[src/rtl/tsc_pkg.sv]
// Shared package for the Taylor-series sine/cosine unit: payload structs,
// fixed-point widths, control-word fields and the microcode program.
// No dependencies; used by every module of the block.
`timescale 1ns / 1ps

package tsc_pkg;

  // default term cap and configuration register
  localparam int MAX_TERMS_DEF = 16;
  localparam int THR_W = 31;
  localparam logic [THR_W-1:0] THR_RESET = 31'd1074;

  // port field widths
  localparam int ANGLE_W = 32;
  localparam int VALUE_W = 32;
  localparam int TERMS_W = 5;

  // datapath widths
  localparam int XM_W = 31;         // clamped angle magnitude, Q.28
  localparam int X2_W = 33;         // x*x rounded to Q.28
  localparam int MAG_W = 34;        // term magnitude, Q.30
  localparam int NUM_W = 39;        // rounded product plus half divisor
  localparam int RECIP_W = 39;      // divisor reciprocal
  localparam int RECIP_SHIFT = 39;  // reciprocal scaling 2^39
  localparam int SUM_W = 36;        // signed running sum, Q.30
  localparam int FRAC_SQ = 28;      // scaling of the squared angle
  localparam int A_W = 39;          // multiplier operand a
  localparam int B_W = 20;          // multiplier operand b (one chunk)
  localparam int P_W = A_W + B_W;   // product
  localparam int ACC_W = 78;        // partial-product accumulator

  // angle clamp limits and the value one in Q.30
  localparam logic [XM_W-1:0] XM_NEG_LIM = 31'h4000_0000;
  localparam logic [XM_W-1:0] XM_POS_LIM = 31'h3FFF_FFFF;
  localparam logic [MAG_W-1:0] MAG_ONE = 34'h0_4000_0000;

  // saturation bounds of the Q2.30 result
  localparam logic signed [SUM_W-1:0] VAL_MAX = 36'sh0_7FFF_FFFF;
  localparam logic signed [SUM_W-1:0] VAL_MIN = -36'sh0_8000_0000;

  // multiplier operand selection
  localparam logic [2:0] MUL_NONE  = 3'd0;
  localparam logic [2:0] MUL_XM_LO = 3'd1;
  localparam logic [2:0] MUL_XM_HI = 3'd2;
  localparam logic [2:0] MUL_X2_LO = 3'd3;
  localparam logic [2:0] MUL_X2_HI = 3'd4;
  localparam logic [2:0] MUL_R_LO  = 3'd5;
  localparam logic [2:0] MUL_R_HI  = 3'd6;
  localparam logic [2:0] MUL_QD    = 3'd7;

  // accumulator operations
  localparam logic [1:0] ACC_HOLD   = 2'd0;
  localparam logic [1:0] ACC_LOAD   = 2'd1;
  localparam logic [1:0] ACC_ADD_HI = 2'd2;

  // register load operations
  localparam logic [2:0] REG_NONE = 3'd0;
  localparam logic [2:0] REG_X2   = 3'd1;
  localparam logic [2:0] REG_NUM  = 3'd2;
  localparam logic [2:0] REG_Q    = 3'd3;
  localparam logic [2:0] REG_FIX  = 3'd4;
  localparam logic [2:0] REG_SUM  = 3'd5;
  localparam logic [2:0] REG_DONE = 3'd6;

  // jump conditions
  localparam logic [1:0] JMP_NONE = 2'd0;
  localparam logic [1:0] JMP_CONT = 2'd1;
  localparam logic [1:0] JMP_STOP = 2'd2;

  // program addresses
  localparam int PC_W = 4;
  localparam logic [PC_W-1:0] STEP_XM_LO  = 4'd0;
  localparam logic [PC_W-1:0] STEP_XM_HI  = 4'd1;
  localparam logic [PC_W-1:0] STEP_XM_ADD = 4'd2;
  localparam logic [PC_W-1:0] STEP_X2     = 4'd3;
  localparam logic [PC_W-1:0] STEP_T_LO   = 4'd4;
  localparam logic [PC_W-1:0] STEP_T_HI   = 4'd5;
  localparam logic [PC_W-1:0] STEP_T_ADD  = 4'd6;
  localparam logic [PC_W-1:0] STEP_NUM    = 4'd7;
  localparam logic [PC_W-1:0] STEP_R_LO   = 4'd8;
  localparam logic [PC_W-1:0] STEP_R_HI   = 4'd9;
  localparam logic [PC_W-1:0] STEP_R_ADD  = 4'd10;
  localparam logic [PC_W-1:0] STEP_QD     = 4'd11;
  localparam logic [PC_W-1:0] STEP_FIX    = 4'd12;
  localparam logic [PC_W-1:0] STEP_SUM    = 4'd13;
  localparam logic [PC_W-1:0] STEP_DONE   = 4'd14;

  typedef struct packed {
    logic                      action;
    logic signed [ANGLE_W-1:0] angle;
  } tsc_in_t;

  typedef struct packed {
    logic signed [VALUE_W-1:0] value;
    logic [TERMS_W-1:0]        terms_used;
    logic                      limit_hit;
  } tsc_out_t;

  typedef struct packed {
    logic [2:0]      mul_op;
    logic [1:0]      acc_op;
    logic [2:0]      reg_op;
    logic [1:0]      jmp;
    logic [PC_W-1:0] target;
  } ctl_word_t;

  typedef struct packed {
    logic start;
    logic cont;
    logic out_free;
  } seq_status_t;

  localparam ctl_word_t CW_NOP = '{MUL_NONE, ACC_HOLD, REG_NONE, JMP_NONE, STEP_XM_LO};

  // microcode program: one control word per step
  function automatic ctl_word_t ucode_rom(input logic [PC_W-1:0] pc);
    ctl_word_t w;
    w = CW_NOP;
    unique case (pc)
      // square the clamped angle in two chunks
      STEP_XM_LO:  w = '{MUL_XM_LO, ACC_HOLD,   REG_NONE, JMP_NONE, STEP_XM_LO};
      STEP_XM_HI:  w = '{MUL_XM_HI, ACC_LOAD,   REG_NONE, JMP_NONE, STEP_XM_LO};
      STEP_XM_ADD: w = '{MUL_NONE,  ACC_ADD_HI, REG_NONE, JMP_NONE, STEP_XM_LO};
      STEP_X2:     w = '{MUL_NONE,  ACC_HOLD,   REG_X2,   JMP_STOP, STEP_DONE};
      // term times x2
      STEP_T_LO:   w = '{MUL_X2_LO, ACC_HOLD,   REG_NONE, JMP_NONE, STEP_XM_LO};
      STEP_T_HI:   w = '{MUL_X2_HI, ACC_LOAD,   REG_NONE, JMP_NONE, STEP_XM_LO};
      STEP_T_ADD:  w = '{MUL_NONE,  ACC_ADD_HI, REG_NONE, JMP_NONE, STEP_XM_LO};
      STEP_NUM:    w = '{MUL_NONE,  ACC_HOLD,   REG_NUM,  JMP_NONE, STEP_XM_LO};
      // divide by the divisor pair through its reciprocal
      STEP_R_LO:   w = '{MUL_R_LO,  ACC_HOLD,   REG_NONE, JMP_NONE, STEP_XM_LO};
      STEP_R_HI:   w = '{MUL_R_HI,  ACC_LOAD,   REG_NONE, JMP_NONE, STEP_XM_LO};
      STEP_R_ADD:  w = '{MUL_NONE,  ACC_ADD_HI, REG_NONE, JMP_NONE, STEP_XM_LO};
      STEP_QD:     w = '{MUL_QD,    ACC_HOLD,   REG_Q,    JMP_NONE, STEP_XM_LO};
      STEP_FIX:    w = '{MUL_NONE,  ACC_HOLD,   REG_FIX,  JMP_NONE, STEP_XM_LO};
      // accumulate, start the next term and loop
      STEP_SUM:    w = '{MUL_X2_LO, ACC_HOLD,   REG_SUM,  JMP_CONT, STEP_T_HI};
      STEP_DONE:   w = '{MUL_NONE,  ACC_HOLD,   REG_DONE, JMP_NONE, STEP_XM_LO};
      default:     w = CW_NOP;
    endcase
    return w;
  endfunction

endpackage

[src/rtl/tsc_useq.sv]
// Microcode sequencer: step counter, busy flag, program read and jumps.
// Depends on tsc_pkg for the control word, status struct and program.
`timescale 1ns / 1ps

module tsc_useq (
  input  logic                    clk,
  input  logic                    rst_n,
  input  tsc_pkg::seq_status_t    status,
  output tsc_pkg::ctl_word_t      ctl,
  output logic                    busy
);

  logic                         busy_r;
  logic                         busy_nxt;
  logic [tsc_pkg::PC_W-1:0]     pc_r;
  logic [tsc_pkg::PC_W-1:0]     pc_nxt;
  tsc_pkg::ctl_word_t           cw;
  logic                         take;

  // program read
  assign cw = tsc_pkg::ucode_rom(pc_r);

  // jump condition
  always_comb begin
    unique case (cw.jmp)
      tsc_pkg::JMP_CONT: take = status.cont;
      tsc_pkg::JMP_STOP: take = !status.cont;
      default:           take = 1'b0;
    endcase
  end

  // next step
  always_comb begin
    pc_nxt   = pc_r;
    busy_nxt = busy_r;
    if (!busy_r) begin
      if (status.start) begin
        busy_nxt = 1'b1;
        pc_nxt   = tsc_pkg::STEP_XM_LO;
      end
    end else if (cw.reg_op == tsc_pkg::REG_DONE) begin
      // hold on the last step until the output register frees up
      if (status.out_free) begin
        busy_nxt = 1'b0;
      end
    end else if (take) begin
      pc_nxt = cw.target;
    end else begin
      pc_nxt = pc_r + tsc_pkg::PC_W'(1);
    end
  end

  always_ff @(posedge clk) begin
    if (!rst_n) begin
      busy_r <= 1'b0;
      pc_r   <= tsc_pkg::STEP_XM_LO;
    end else begin
      busy_r <= busy_nxt;
      pc_r   <= pc_nxt;
    end
  end

  assign ctl  = busy_r ? cw : tsc_pkg::CW_NOP;
  assign busy = busy_r;

endmodule

[src/rtl/tsc_datapath.sv]
// Datapath: angle clamp, shared multiplier with partial-product accumulator,
// divisor and reciprocal tables, term and sum registers, result saturation.
// Depends on tsc_pkg; driven by the control word of tsc_useq.
`timescale 1ns / 1ps

module tsc_datapath #(
  parameter int MAX_TERMS = tsc_pkg::MAX_TERMS_DEF
) (
  input  logic                       clk,
  input  logic                       start,
  input  tsc_pkg::tsc_in_t           in_data,
  input  logic [tsc_pkg::THR_W-1:0]  thr,
  input  tsc_pkg::ctl_word_t         ctl,
  output logic                       cont,
  output tsc_pkg::tsc_out_t          result
);

  localparam int M_W   = $clog2(2 * MAX_TERMS);
  localparam int TAB_N = 2 ** M_W;
  localparam int D_W   = $clog2(TAB_N * TAB_N);
  localparam int T_W   = $clog2(MAX_TERMS + 1);

  localparam int XM_W    = tsc_pkg::XM_W;
  localparam int X2_W    = tsc_pkg::X2_W;
  localparam int MAG_W   = tsc_pkg::MAG_W;
  localparam int NUM_W   = tsc_pkg::NUM_W;
  localparam int RECIP_W = tsc_pkg::RECIP_W;
  localparam int SUM_W   = tsc_pkg::SUM_W;
  localparam int A_W     = tsc_pkg::A_W;
  localparam int B_W     = tsc_pkg::B_W;
  localparam int P_W     = tsc_pkg::P_W;
  localparam int ACC_W   = tsc_pkg::ACC_W;
  localparam int FRAC_SQ = tsc_pkg::FRAC_SQ;
  localparam int ANGLE_W = tsc_pkg::ANGLE_W;

  // divisor pair m(m+1) and its reciprocal, indexed by m
  logic [D_W-1:0]     d_tab [TAB_N];
  logic [RECIP_W-1:0] r_tab [TAB_N];

  for (genvar gi = 0; gi < TAB_N; gi++) begin : g_tab
    if (gi == 0) begin : g_zero
      assign d_tab[gi] = '0;
      assign r_tab[gi] = '0;
    end else begin : g_ent
      localparam longint DV = longint'(gi) * longint'(gi + 1);
      localparam logic [RECIP_W-1:0] RV =
        RECIP_W'((64'd1 << tsc_pkg::RECIP_SHIFT) / DV);
      assign d_tab[gi] = D_W'(DV);
      assign r_tab[gi] = RV;
    end
  end

  logic [XM_W-1:0]         xm_r;
  logic [X2_W-1:0]         x2_r;
  logic [MAG_W-1:0]        mag_r;
  logic                    neg_r;
  logic signed [SUM_W-1:0] sum_r;
  logic [NUM_W-1:0]        num_r;
  logic [MAG_W-1:0]        q_r;
  logic [ACC_W-1:0]        acc_r;
  logic [P_W-1:0]          prod_r;
  logic [M_W-1:0]          m_r;
  logic [T_W-1:0]          terms_r;

  logic [D_W-1:0]          d_cur;
  logic [RECIP_W-1:0]      r_cur;

  assign d_cur = d_tab[m_r];
  assign r_cur = r_tab[m_r];

  // clamp the angle to [-4, 4 - 2^-28] as sign and magnitude
  logic                    xneg;
  logic [ANGLE_W:0]        amag;
  logic [XM_W-1:0]         xm_init;
  logic [MAG_W-1:0]        mag_init;
  logic                    neg_init;
  logic signed [SUM_W-1:0] mag_init_s;

  always_comb begin
    xneg = in_data.angle[ANGLE_W-1];
    if (xneg) begin
      amag = (33'd1 << ANGLE_W) - {1'b0, in_data.angle};
      xm_init = (amag > 33'(tsc_pkg::XM_NEG_LIM)) ? tsc_pkg::XM_NEG_LIM : XM_W'(amag);
    end else begin
      amag = {1'b0, in_data.angle};
      xm_init = (amag > 33'(tsc_pkg::XM_POS_LIM)) ? tsc_pkg::XM_POS_LIM : XM_W'(amag);
    end
    if (in_data.action) begin
      mag_init = tsc_pkg::MAG_ONE;
      neg_init = 1'b0;
    end else begin
      mag_init = MAG_W'(xm_init) << 2;
      neg_init = xneg;
    end
    mag_init_s = signed'(SUM_W'(mag_init));
  end

  // shared multiplier operand selection
  logic [A_W-1:0] a_op;
  logic [B_W-1:0] b_op;
  logic [P_W-1:0] prod_nxt;

  always_comb begin
    unique case (ctl.mul_op)
      tsc_pkg::MUL_XM_LO: begin
        a_op = A_W'(xm_r);
        b_op = xm_r[B_W-1:0];
      end
      tsc_pkg::MUL_XM_HI: begin
        a_op = A_W'(xm_r);
        b_op = B_W'(xm_r[XM_W-1:B_W]);
      end
      tsc_pkg::MUL_X2_LO: begin
        a_op = A_W'(mag_r);
        b_op = x2_r[B_W-1:0];
      end
      tsc_pkg::MUL_X2_HI: begin
        a_op = A_W'(mag_r);
        b_op = B_W'(x2_r[X2_W-1:B_W]);
      end
      tsc_pkg::MUL_R_LO: begin
        a_op = A_W'(num_r);
        b_op = r_cur[B_W-1:0];
      end
      tsc_pkg::MUL_R_HI: begin
        a_op = A_W'(num_r);
        b_op = B_W'(r_cur[RECIP_W-1:B_W]);
      end
      tsc_pkg::MUL_QD: begin
        a_op = A_W'(acc_r[tsc_pkg::RECIP_SHIFT +: MAG_W]);
        b_op = B_W'(d_cur);
      end
      default: begin
        a_op = '0;
        b_op = '0;
      end
    endcase
    prod_nxt = P_W'(a_op) * P_W'(b_op);
  end

  // rounding by 2^28, with half the divisor folded in for the division
  logic [D_W-1:0]   d_half;
  logic [ACC_W-1:0] rnd_sum;

  always_comb begin
    d_half  = (ctl.reg_op == tsc_pkg::REG_NUM) ? (d_cur >> 1) : '0;
    rnd_sum = acc_r + ((ACC_W'(d_half) << FRAC_SQ) + (ACC_W'(1) << (FRAC_SQ - 1)));
  end

  // quotient correction: the reciprocal estimate is low by at most one
  logic [NUM_W-1:0] rem;
  logic             bump;
  logic [MAG_W-1:0] mag_fix;

  always_comb begin
    rem     = num_r - prod_r[NUM_W-1:0];
    bump    = (rem >= NUM_W'(d_cur));
    mag_fix = q_r + MAG_W'(bump);
  end

  // multiplier and accumulator
  always_ff @(posedge clk) begin
    prod_r <= prod_nxt;
    unique case (ctl.acc_op)
      tsc_pkg::ACC_LOAD:   acc_r <= ACC_W'(prod_r);
      tsc_pkg::ACC_ADD_HI: acc_r <= acc_r + (ACC_W'(prod_r) << B_W);
      default:             acc_r <= acc_r;
    endcase
  end

  // term, sum and bookkeeping registers
  always_ff @(posedge clk) begin
    if (start) begin
      xm_r    <= xm_init;
      mag_r   <= mag_init;
      neg_r   <= neg_init;
      sum_r   <= neg_init ? -mag_init_s : mag_init_s;
      m_r     <= in_data.action ? M_W'(1) : M_W'(2);
      terms_r <= T_W'(1);
    end else begin
      unique case (ctl.reg_op)
        tsc_pkg::REG_X2:  x2_r  <= rnd_sum[FRAC_SQ +: X2_W];
        tsc_pkg::REG_NUM: num_r <= rnd_sum[FRAC_SQ +: NUM_W];
        tsc_pkg::REG_Q:   q_r   <= acc_r[tsc_pkg::RECIP_SHIFT +: MAG_W];
        tsc_pkg::REG_FIX: begin
          mag_r   <= mag_fix;
          m_r     <= m_r + M_W'(2);
          terms_r <= terms_r + T_W'(1);
        end
        tsc_pkg::REG_SUM: begin
          neg_r <= !neg_r;
          sum_r <= neg_r ? (sum_r + signed'(SUM_W'(mag_r)))
                         : (sum_r - signed'(SUM_W'(mag_r)));
        end
        default: ;
      endcase
    end
  end

  // loop test and result
  logic above;

  assign above = (mag_r > MAG_W'(thr));
  assign cont  = above && (terms_r < T_W'(MAX_TERMS));

  always_comb begin
    if (sum_r > tsc_pkg::VAL_MAX) begin
      result.value = tsc_pkg::VAL_MAX[tsc_pkg::VALUE_W-1:0];
    end else if (sum_r < tsc_pkg::VAL_MIN) begin
      result.value = tsc_pkg::VAL_MIN[tsc_pkg::VALUE_W-1:0];
    end else begin
      result.value = sum_r[tsc_pkg::VALUE_W-1:0];
    end
    result.terms_used = tsc_pkg::TERMS_W'(terms_r);
    result.limit_hit  = above;
  end

endmodule

[src/rtl/taylor_sine_cosine_unit.sv]
// Taylor-series sine/cosine unit, top level: handshakes, threshold register,
// output register, sequencer and datapath instances.
// Depends on tsc_pkg, tsc_useq and tsc_datapath.
//
// Usage: present an angle (signed Q4.28 radians) and an action (0 sine,
// 1 cosine) on in_data with in_valid; a transaction is taken when in_valid
// is high and in_stall low. One result transaction (Q2.30 value, terms
// used, cap flag) follows on out_data with out_valid; it is taken when
// out_stall is low, and it holds while out_stall is high.
// Each extra term is nine microcode steps on the one shared multiplier
// (two chunks for the term times x^2, two for the reciprocal, one for
// the quotient check). in_stall is high while an item is in work, so a
// new item is taken in the cycle after the previous result is loaded
// into the output register.
// While the output register holds an untaken result, the next item runs
// and waits in its last step until that register is free.
// cfg_we writes cfg_wdata into the term threshold; write only while idle.
// Reset (synchronous rst_n) clears the sequencer and out_valid and sets
// the threshold to 1074.
`timescale 1ns / 1ps

module taylor_sine_cosine_unit #(
  parameter int MAX_TERMS = tsc_pkg::MAX_TERMS_DEF
) (
  input  logic                       clk,
  input  logic                       rst_n,
  input  logic                       in_valid,
  output logic                       in_stall,
  input  tsc_pkg::tsc_in_t           in_data,
  output logic                       out_valid,
  input  logic                       out_stall,
  output tsc_pkg::tsc_out_t          out_data,
  input  logic                       cfg_we,
  input  logic [tsc_pkg::THR_W-1:0]  cfg_wdata
);

  logic [tsc_pkg::THR_W-1:0] thr_r;
  logic                      out_valid_r;
  tsc_pkg::tsc_out_t         out_data_r;

  tsc_pkg::seq_status_t      status;
  tsc_pkg::ctl_word_t        ctl;
  tsc_pkg::tsc_out_t         result;
  logic                      busy;
  logic                      cont;
  logic                      start;
  logic                      out_free;
  logic                      out_load;

  // handshake decode
  assign start    = in_valid && !busy;
  assign out_free = !out_valid_r || !out_stall;
  assign out_load = (ctl.reg_op == tsc_pkg::REG_DONE) && out_free;

  assign status.start    = start;
  assign status.cont     = cont;
  assign status.out_free = out_free;

  // threshold register
  always_ff @(posedge clk) begin
    if (!rst_n) begin
      thr_r <= tsc_pkg::THR_RESET;
    end else if (cfg_we) begin
      thr_r <= cfg_wdata;
    end
  end

  // output register
  always_ff @(posedge clk) begin
    if (!rst_n) begin
      out_valid_r <= 1'b0;
    end else if (out_load) begin
      out_valid_r <= 1'b1;
    end else if (!out_stall) begin
      out_valid_r <= 1'b0;
    end
  end

  always_ff @(posedge clk) begin
    if (out_load) begin
      out_data_r <= result;
    end
  end

  tsc_useq u_useq (
    .clk    (clk),
    .rst_n  (rst_n),
    .status (status),
    .ctl    (ctl),
    .busy   (busy)
  );

  tsc_datapath #(
    .MAX_TERMS (MAX_TERMS)
  ) u_datapath (
    .clk     (clk),
    .start   (start),
    .in_data (in_data),
    .thr     (thr_r),
    .ctl     (ctl),
    .cont    (cont),
    .result  (result)
  );

  assign in_stall  = busy;
  assign out_valid = out_valid_r;
  assign out_data  = out_data_r;

endmodule

[config.mk]
export PLATFORM = sky130hd
export DESIGN_NAME = taylor_sine_cosine_unit
export DESIGN_NICKNAME = d
export VERILOG_FILES = /design/src/rtl/tsc_pkg.sv /design/src/rtl/tsc_useq.sv /design/src/rtl/tsc_datapath.sv /design/src/rtl/taylor_sine_cosine_unit.sv
export SDC_FILE = /design/constraint.sdc
export NUM_CORES = 2
export LEC_CHECK = 0
export BUFFER_PORTS_ARGS = -buffer_cell sky130_fd_sc_hd__buf_2
export CORE_AREA = 5 5 350 352
export CTS_CLUSTER_DIAMETER = 50
export DETAILED_ROUTE_END_ITERATION = 10
export DIE_AREA = 0 0 355 357
export GPL_TIMING_DRIVEN = 0
export HOLD_SLACK_MARGIN = 0.02
export PLACE_DENSITY_LB_ADDON = 0.1
export SLEW_MARGIN = 20
export SYNTH_ARGS = -nofsm -noshare
export SYNTH_HDL_FRONTEND = slang
export SYNTH_SLANG_ARGS = --single-unit
export TNS_END_PERCENT = 5
[constraint.sdc]
create_clock -name clk -period 8.4 [get_ports clk]
set_input_delay 0.42 -clock clk [delete_from_list [all_inputs] [get_ports clk]]
set_output_delay 0.42 -clock clk [all_outputs]
set_load 0.01 [all_outputs]
# Word-level counts from Yosys, hierarchy flattened

Memories as Yosys holds them, arrays and structs flattened. A register that Yosys moved wholly into a read port is not among the register bits.
Index checks and enable logic that the tools add are counted.

Register bits: 430
Bits in latches: 0
Bits in writable memories: 0
Memory bits (read-only): 1792
Bits of input ports: 69
Word-level logic and storage cells: 123
Memories kept: 3

Memory list:

| memory           | words | width | read ports | clocked after Yosys merged registers in | wr ports | RTL line           | RTL |
|---|---|---|---|---|---|---|---|
| (name not given) | 32    | 39    | 1          | 0                                       | 0        | tsc_datapath.sv:69 | `assign r_cur = r_tab[m_r];` |
| (name not given) | 32    | 10    | 1          | 0                                       | 0        | tsc_datapath.sv:68 | `assign d_cur = d_tab[m_r];` |
| (name not given) | 16    | 14    | 1          | 1                                       | 0        | tsc_pkg.sv:119     | `unique case (pc)` |

Add/subtract/negate cells: 12
Multipliers: 1
Divide/modulo/power cells: 0
$lt $le $gt $ge: 8
Equality and inequality tests: 20
Shift operators: 0
Multiplexer cells: 39
Bitwise operators: 2
Reductions and logical operators: 20

Operators with widths:

| cell                                                                            | count |
|---|---|
| 39-bit one-hot mux with 4 select lines                                          | 1 |
| 78-bit one-hot mux with 2 select lines                                          | 1 |
| 36-bit two-way mux                                                              | 4 |
| 20-bit one-hot mux with 7 select lines                                          | 1 |
| 31-bit two-way mux                                                              | 3 |
| 78-bit adder                                                                    | 1 |
| 39-bit two-way mux                                                              | 2 |
| 34-bit two-way mux                                                              | 2 |
| 67-bit adder                                                                    | 1 |
| 39-bit by 20-bit multiplier with 59-bit output                                  | 1 |
| 38-bit by 28-bit adder with 39-bit output (second input constant)               | 1 |
| 39-bit by 10-bit >= comparator with 1-bit output                                | 1 |
| 39-bit subtractor                                                               | 1 |
| 36-bit by 35-bit adder with 36-bit output                                       | 1 |
| 36-bit by 32-bit > comparator with 1-bit output (second input constant)         | 1 |
| 36-bit by 32-bit less-than comparator with 1-bit output (second input constant) | 1 |
| 34-bit negator with 36-bit output                                               | 1 |
| 36-bit by 35-bit subtractor with 36-bit output                                  | 1 |
| 34-bit by 1-bit adder with 34-bit output                                        | 1 |
| 34-bit by 31-bit > comparator with 1-bit output                                 | 1 |
| 33-bit by 31-bit > comparator with 1-bit output (second input constant)         | 1 |
| 33-bit two-way mux                                                              | 1 |
| 33-bit by 32-bit subtractor with 33-bit output (first input constant)           | 1 |
| 32-bit by 30-bit > comparator with 1-bit output (second input constant)         | 1 |
| 29 further kinds                                                                | 71 |

# Depth between registers and ports, before layout

Word-level depth: 9
Gate-level depth with buffers: 39
Gate-level depth less buffers: 38

# Hierarchy

From an unflattened synthesis, not the netlist that was laid out.

Cells, all modules: 6170
Area, all modules: 54379.7 um^2

Modules (own cells, without submodules):

| module                  | times used | cells an instance | area an instance (um^2) |
|---|---|---|---|
| tsc_datapath            | 1          | 5925              | 51067.7 |
| taylor_sine_cosine_unit | 1          | 144               | 2388.5 |
| tsc_useq                | 1          | 101               | 923.4 |

# Worst setup path after synthesis

OpenSTA, ideal clock, no wires.

Path type: register -> register
From: reg u_datapath.m_r[0]
To: reg u_datapath.prod_r[39]
Arrival: 9143 ps
Required time: 8328 ps
Setup slack: -815 ps
Cell stages (with the launch flop): 35
Cells stage by stage: edfxtp_1 -> inv_1 -> ha_1 -> nand2_1 -> nor2_1 -> a211oi_1 -> o21ai_0 -> and3_1 -> nor4_1 -> clkbuf_1 -> nor2_1 -> fa_1 -> inv_1 -> fa_1 -> fa_1 -> inv_1 -> fa_1 -> fa_1 -> fa_1 -> inv_1 -> fa_1 -> inv_1 -> ha_1 -> a21o_1 -> a21o_1 -> a221oi_1 -> nand2_1 -> o221a_2 -> a21bo_2 -> or2_2 -> a21oi_1 -> o21ai_0 -> a21o_1 -> a21oi_1 -> xnor2_1

Word-level cells in the longest chain between the ends: 6
Elaborated cells on any way between the ends: 9
Those cells by class: 1 x mul; 5 x mux; 1 x bitwise; 2 x memory

RTL lines:

| what                                                                                         | RTL line                               | RTL |
|---|---|---|
| start: declaration                                                                           | tsc_datapath.sv:62                     | `logic [M_W-1:0] m_r;` |
| start signal: assignment                                                                     | tsc_datapath.sv:178                    | `m_r <= in_data.action ? M_W'(1) : M_W'(2);` |
| start signal: assignment                                                                     | tsc_datapath.sv:187                    | `m_r <= m_r + M_W'(2);` |
| 5-bit NOT with 6-bit output (implied by the code) (*)                                        | tsc_datapath.sv:68, tsc_datapath.sv:69 |  |
| memory read 32 x 10 bit or memory read 32 x 39 bit (tied branches)                           | n/a                                    |  |
| 10-bit two-way mux (implied by the code) or 39-bit two-way mux (tied branches) (2 in series) | tsc_datapath.sv:68, tsc_datapath.sv:69 |  |
| 20-bit one-hot mux with 7 select lines (*)                                                   | tsc_datapath.sv:104                    | `unique case (ctl.mul_op)` |
| 39-bit by 20-bit multiplier with 59-bit output (*)                                           | tsc_datapath.sv:138                    | `prod_nxt = P_W'(a_op) * P_W'(b_op);` |
| named net u_datapath.prod_nxt[39]                                                            | tsc_datapath.sv:101                    | `logic [P_W-1:0] prod_nxt;` |
| end signal: assignment                                                                       | tsc_datapath.sv:163                    | `prod_r <= prod_nxt;` |
| end: declaration                                                                             | tsc_datapath.sv:61                     | `logic [P_W-1:0] prod_r;` |

The timed path passes the listed nets; every way through them passes the cells marked *. The select of a mux whose other input is x is not followed.
A chain may end at the register's enable or synchronous reset.

# Final worst setup path

From: reg u_useq.busy_r (netlist: u_useq.busy)
To: reg u_datapath.prod_r[39]

Word-level cells in the longest chain between the ends: 5
Elaborated cells on any way between the ends: 14
Those cells by class: 1 x mul; 7 x eq/ne; 3 x mux; 3 x reduce/logical

RTL lines:

| what                                               | RTL line            | RTL |
|---|---|---|
| start: declaration                                 | tsc_useq.sv:13      | `logic busy_r;` |
| start signal: assignment                           | tsc_useq.sv:58      | `busy_r <= busy_nxt;` |
| 14-bit two-way mux (*)                             | tsc_useq.sv:63      | `assign ctl = busy_r ? cw : tsc_pkg::CW_NOP;` |
| 3-bit equality test, or another cell as far along  | tsc_datapath.sv:104 |  |
| 2-bit OR reduction (no line)                       | n/a                 |  |
| 39-bit one-hot mux with 4 select lines             | tsc_datapath.sv:104 |  |
| 39-bit by 20-bit multiplier with 59-bit output (*) | tsc_datapath.sv:138 |  |
| named net u_datapath.prod_nxt[39]                  | tsc_datapath.sv:101 |  |

The timed path passes the listed nets; every way through them passes the cells marked *.

==> flow_metrics.env <==
export IMPL_status="finished, violations left"
export IMPL_failed_checks="negative setup slack"
export IMPL_fmax_mhz=111
export IMPL_antenna_found_initial=19
export IMPL_placed_cell_area_um2=56700
export IMPL_power_mw=10.5
export IMPL_insertion_delay_ps=620
export IMPL_finalHoldViolations=0
export IMPL_grt_overflow=0
export IMPL_critical_path_top_delay_family="adder cells"
export IMPL_critPathLaunchType="flip-flop"
export IMPL_cts_tree="yes"
export IMPL_drv_slew=0
export IMPL_crit_fanout=6
export IMPL_rows=127
export IMPL_avgSynthCellArea_um2=8.77
export IMPL_yosys_warnings=0
export IMPL_via_per_inst=5.91
export IMPL_fin_skew_ps=22.8
export IMPL_post_route_period_util_pct=107
export IMPL_timing_final_crit_period_ps=8970
export IMPL_grt_first_pass_wirelength_um=317000
export IMPL_synth_cell_type_count=83
export IMPL_drv_cap=0
export IMPL_ys_top_cells_by_area="fa_1 25%, edfxtp_1 17%, ha_1 8.7%"
export IMPL_max_stage_delay_ps=1020
export IMPL_fin_nets=7484
export IMPL_relSlewSlack_pct=12.3
export IMPL_powerDensity_nw_per_um2=169
export IMPL_drt_iter0_drc=5019
export IMPL_cts_buffer_depth=3
export IMPL_yosys_area_top_type="fa_1"
export IMPL_area_growth_syn_to_layout_pct=17.1
export IMPL_ant_nets=0
export IMPL_end_kind="flip-flop"
export IMPL_synth_edf_count=304
export IMPL_synth_top_area_share_pct=25.1
export IMPL_syn_area_um2=53100
export IMPL_portBuffers=101
export IMPL_hold_ws_ps=69.0
export IMPL_grt_pass1_vias=45800
export IMPL_cts_htree_levels=2
export IMPL_worst_path_max_delay_cell="a222oi_1"
export IMPL_vdd_drop_max_mv=0.187
export IMPL_criticalPathCategory="flip-flop to flip-flop"
export IMPL_dieArea_um2=127000
export IMPL_synthFlopType="edfxtp_1"
export IMPL_synth_cells=6055
export IMPL_wirelength_um=219000
export IMPL_fill_cells=11300
export IMPL_place_congestion=1.02
export IMPL_worst_pin_slew_ps=1310
export IMPL_ys_seq_elements=416
export IMPL_synth_seq_area_share_pct=21.4
export IMPL_hpwl_um=179000
export IMPL_path_buf_inv=10
export IMPL_power_leakage_nw=28.0
export IMPL_root_buffer="clkbuf_16"
export IMPL_hold_path_class="input pin to flip-flop"
export IMPL_fin_ws_ps=-569
export IMPL_syn_nets=7160
export IMPL_drc_errors=0
export IMPL_cts_sinks=416
export IMPL_worstPathArrival_ps=9480
export IMPL_critPathRequiredTime_ps=8910
export IMPL_layout_drive_gt1_share_pct=14.1
export IMPL_path_clk_slew_ps=60
export IMPL_cts_made_buffers=50
export IMPL_postLayoutCellArea_um2=62100
export IMPL_start_util_pct=44.6
export IMPL_core_um2=119000
export IMPL_setup_viol=33
export IMPL_grt_usage_pct=34.1
export IMPL_wl_per_cell_um=27.4
export IMPL_die_h_um=357
export IMPL_async_flop_share_pct=0
export IMPL_grt_max_degree=54
export IMPL_ios=109
export IMPL_dr_pass1_iters=7
export IMPL_place_ws_ps=-3190
export IMPL_rsz0062_at_grt="yes"
export IMPL_die_w_um=355
export IMPL_routed_via_count=47100
export IMPL_crit_path_frequent_cell="fa_1"
==> area by class of cell <==
type	instances	area, um^2	share of cell area [%]
Buffer	273	1920	3.09
Antenna cell	3	7.51	0.0121
Multi-Input combinational cell	4421	39300	63.3
Sequential cell	416	11400	18.3
Timing Repair Buffer	286	2380	3.82
Clock inverter	34	333	0.536
Tap cell	1548	1940	3.12
Inverter	931	3530	5.68
Clock buffer	60	1350	2.18
==> state kept, by name (all words and copies together), names as in the netlist <==
register / cells
u_datapath.m_r: 5
u_datapath.q_r: 34
u_datapath.acc_r: 53
u_useq.busy: 1
thr_r: 31
u_datapath.num_r: 39
u_datapath.mag_r: 34
u_datapath.neg_r: 1
u_datapath.xm_r: 31
out_valid: 1
u_datapath.sum_r: 36
u_datapath.x2_r: 33
u_datapath.terms_r: 5
u_useq.pc_r: 4
u_useq.cw: 11
u_datapath.prod_r: 59
out_data: 38
==> logic make-up (layout without fill, tap and decap cells) <==
group                      count (synthesis)  in the layout  share of synthesized area (%)
and+or+nand+nor                         1906           1906                           15.9
other                                      0              3                              0
muxes                                     59             59                           1.15
xor gates and xnor gates                 306            306                           5.05
buffers and inverters                   1218           1584                           8.66
adders and majority gates               1036           1036                           33.8
DFF                                      416            416                           21.4
AOI/OAI and AO/OA                       1114           1114                           14.0
==> report_power, final <==
group	switching, mW	internal (mW)
sequential	0.291	2.43
combinational	3.45	2.06
clock	0.972	1.27
total	4.72	5.76
==> final timing paths <==
kind                                       from                            end  slack (ps)  depth (start not counted)
max reg2reg              u_useq.busy$_SDFF_PN0_  u_datapath.prod_r[39]$_DFF_P_        -570                         35
min reg2reg  u_datapath.terms_r[3]$_SDFFE_PP0P_          out_data[4]$_DFFE_PP_         490                          0
max                      u_useq.busy$_SDFF_PN0_  u_datapath.prod_r[39]$_DFF_P_        -570                         35
min                                cfg_wdata[2]          thr_r[2]$_SDFFE_PN0P_          70                          3
==> per-layer routing <==
metal / wire length (um) / part of all wire, % / vias to the layer above / track usage, %
met1: 92700 / 42 / 23500 / 49.1
met4: 10700 / 4.9 / 10 / 13.2
li1: - / - / 20700 / -
met2: 91200 / 42 / 2458 / 49.8
met5: 62 / 0.028 / - / 0
met3: 24000 / 11 / 409 / 8.30
==> through the flow <==
| stage | utilization [%] | std cells | setup TNS [ps] |
|---|---|---|---|
| 2_1_floorplan | - | 6055 | -43.8 |
| 3_3_place_gp | 46.9 | 7704 | -148230 |
| 3_5_place_dp | 47.6 | 7742 | -126170 |
| 4_1_cts | 51.9 | 7953 | -6880 |
| 5_1_grt | 52.2 | 7971 | -16680 |
| 6_report | 52.2 | 7972 | -10150 |
==> repair_timing <==
item                       in CTS  in global routing
hold buffers                    4                  0
resized for setup             586                 89
pin swaps                     146                 54
setup endpoints to repair      76                 46
setup buffers                 123                 16
hold endpoints to repair        4                  0
gates cloned                    3                  0
==> worst register-to-register path: cells and delay by family (launching register included) <==
kind,cells,cell delay [ps]
adders and majority gates,8,3420
xor gates and xnor gates,1,180
buffers and inverters,10,1260
AOI/OAI and AO/OA,11,3080
and+or+nand+nor,5,620
DFF,1,320
==> synthesized netlist by cell type, types with 93 or more instances <==
cell type	instances
inv_1	931
nor3_1	93
xor2_1	141
clkbuf_1	252
o21ai_0	214
a21o_1	117
a21oi_1	276
nor2_1	614
fa_1	666
xnor2_1	165
ha_1	370
edfxtp_1	304
dfxtp_1	112
nand2_1	730
==> cells in the final DEF, fill, tap and decap left out, drive strengths merged, types with 27 or more instances in the layout <==
cell	count
o21bai	28
xor2	141
o21ai	218
nor4	35
a221oi	48
fa	666
mux2i	41
o21a	63
nor2	615
o22ai	38
a31oi	28
buf	321
a21o	117
nand2	730
nor2b	66
a22oi	27
and2	43
a211oi	49
clkbuf	294
ha	370
a221o	36
a21oi	276
nand2b	57
nand4	53
xnor2	165
dfxtp	112
edfxtp	304
inv	936
nand3	89
nor3	93
Power figures use the tool's default switching activity.
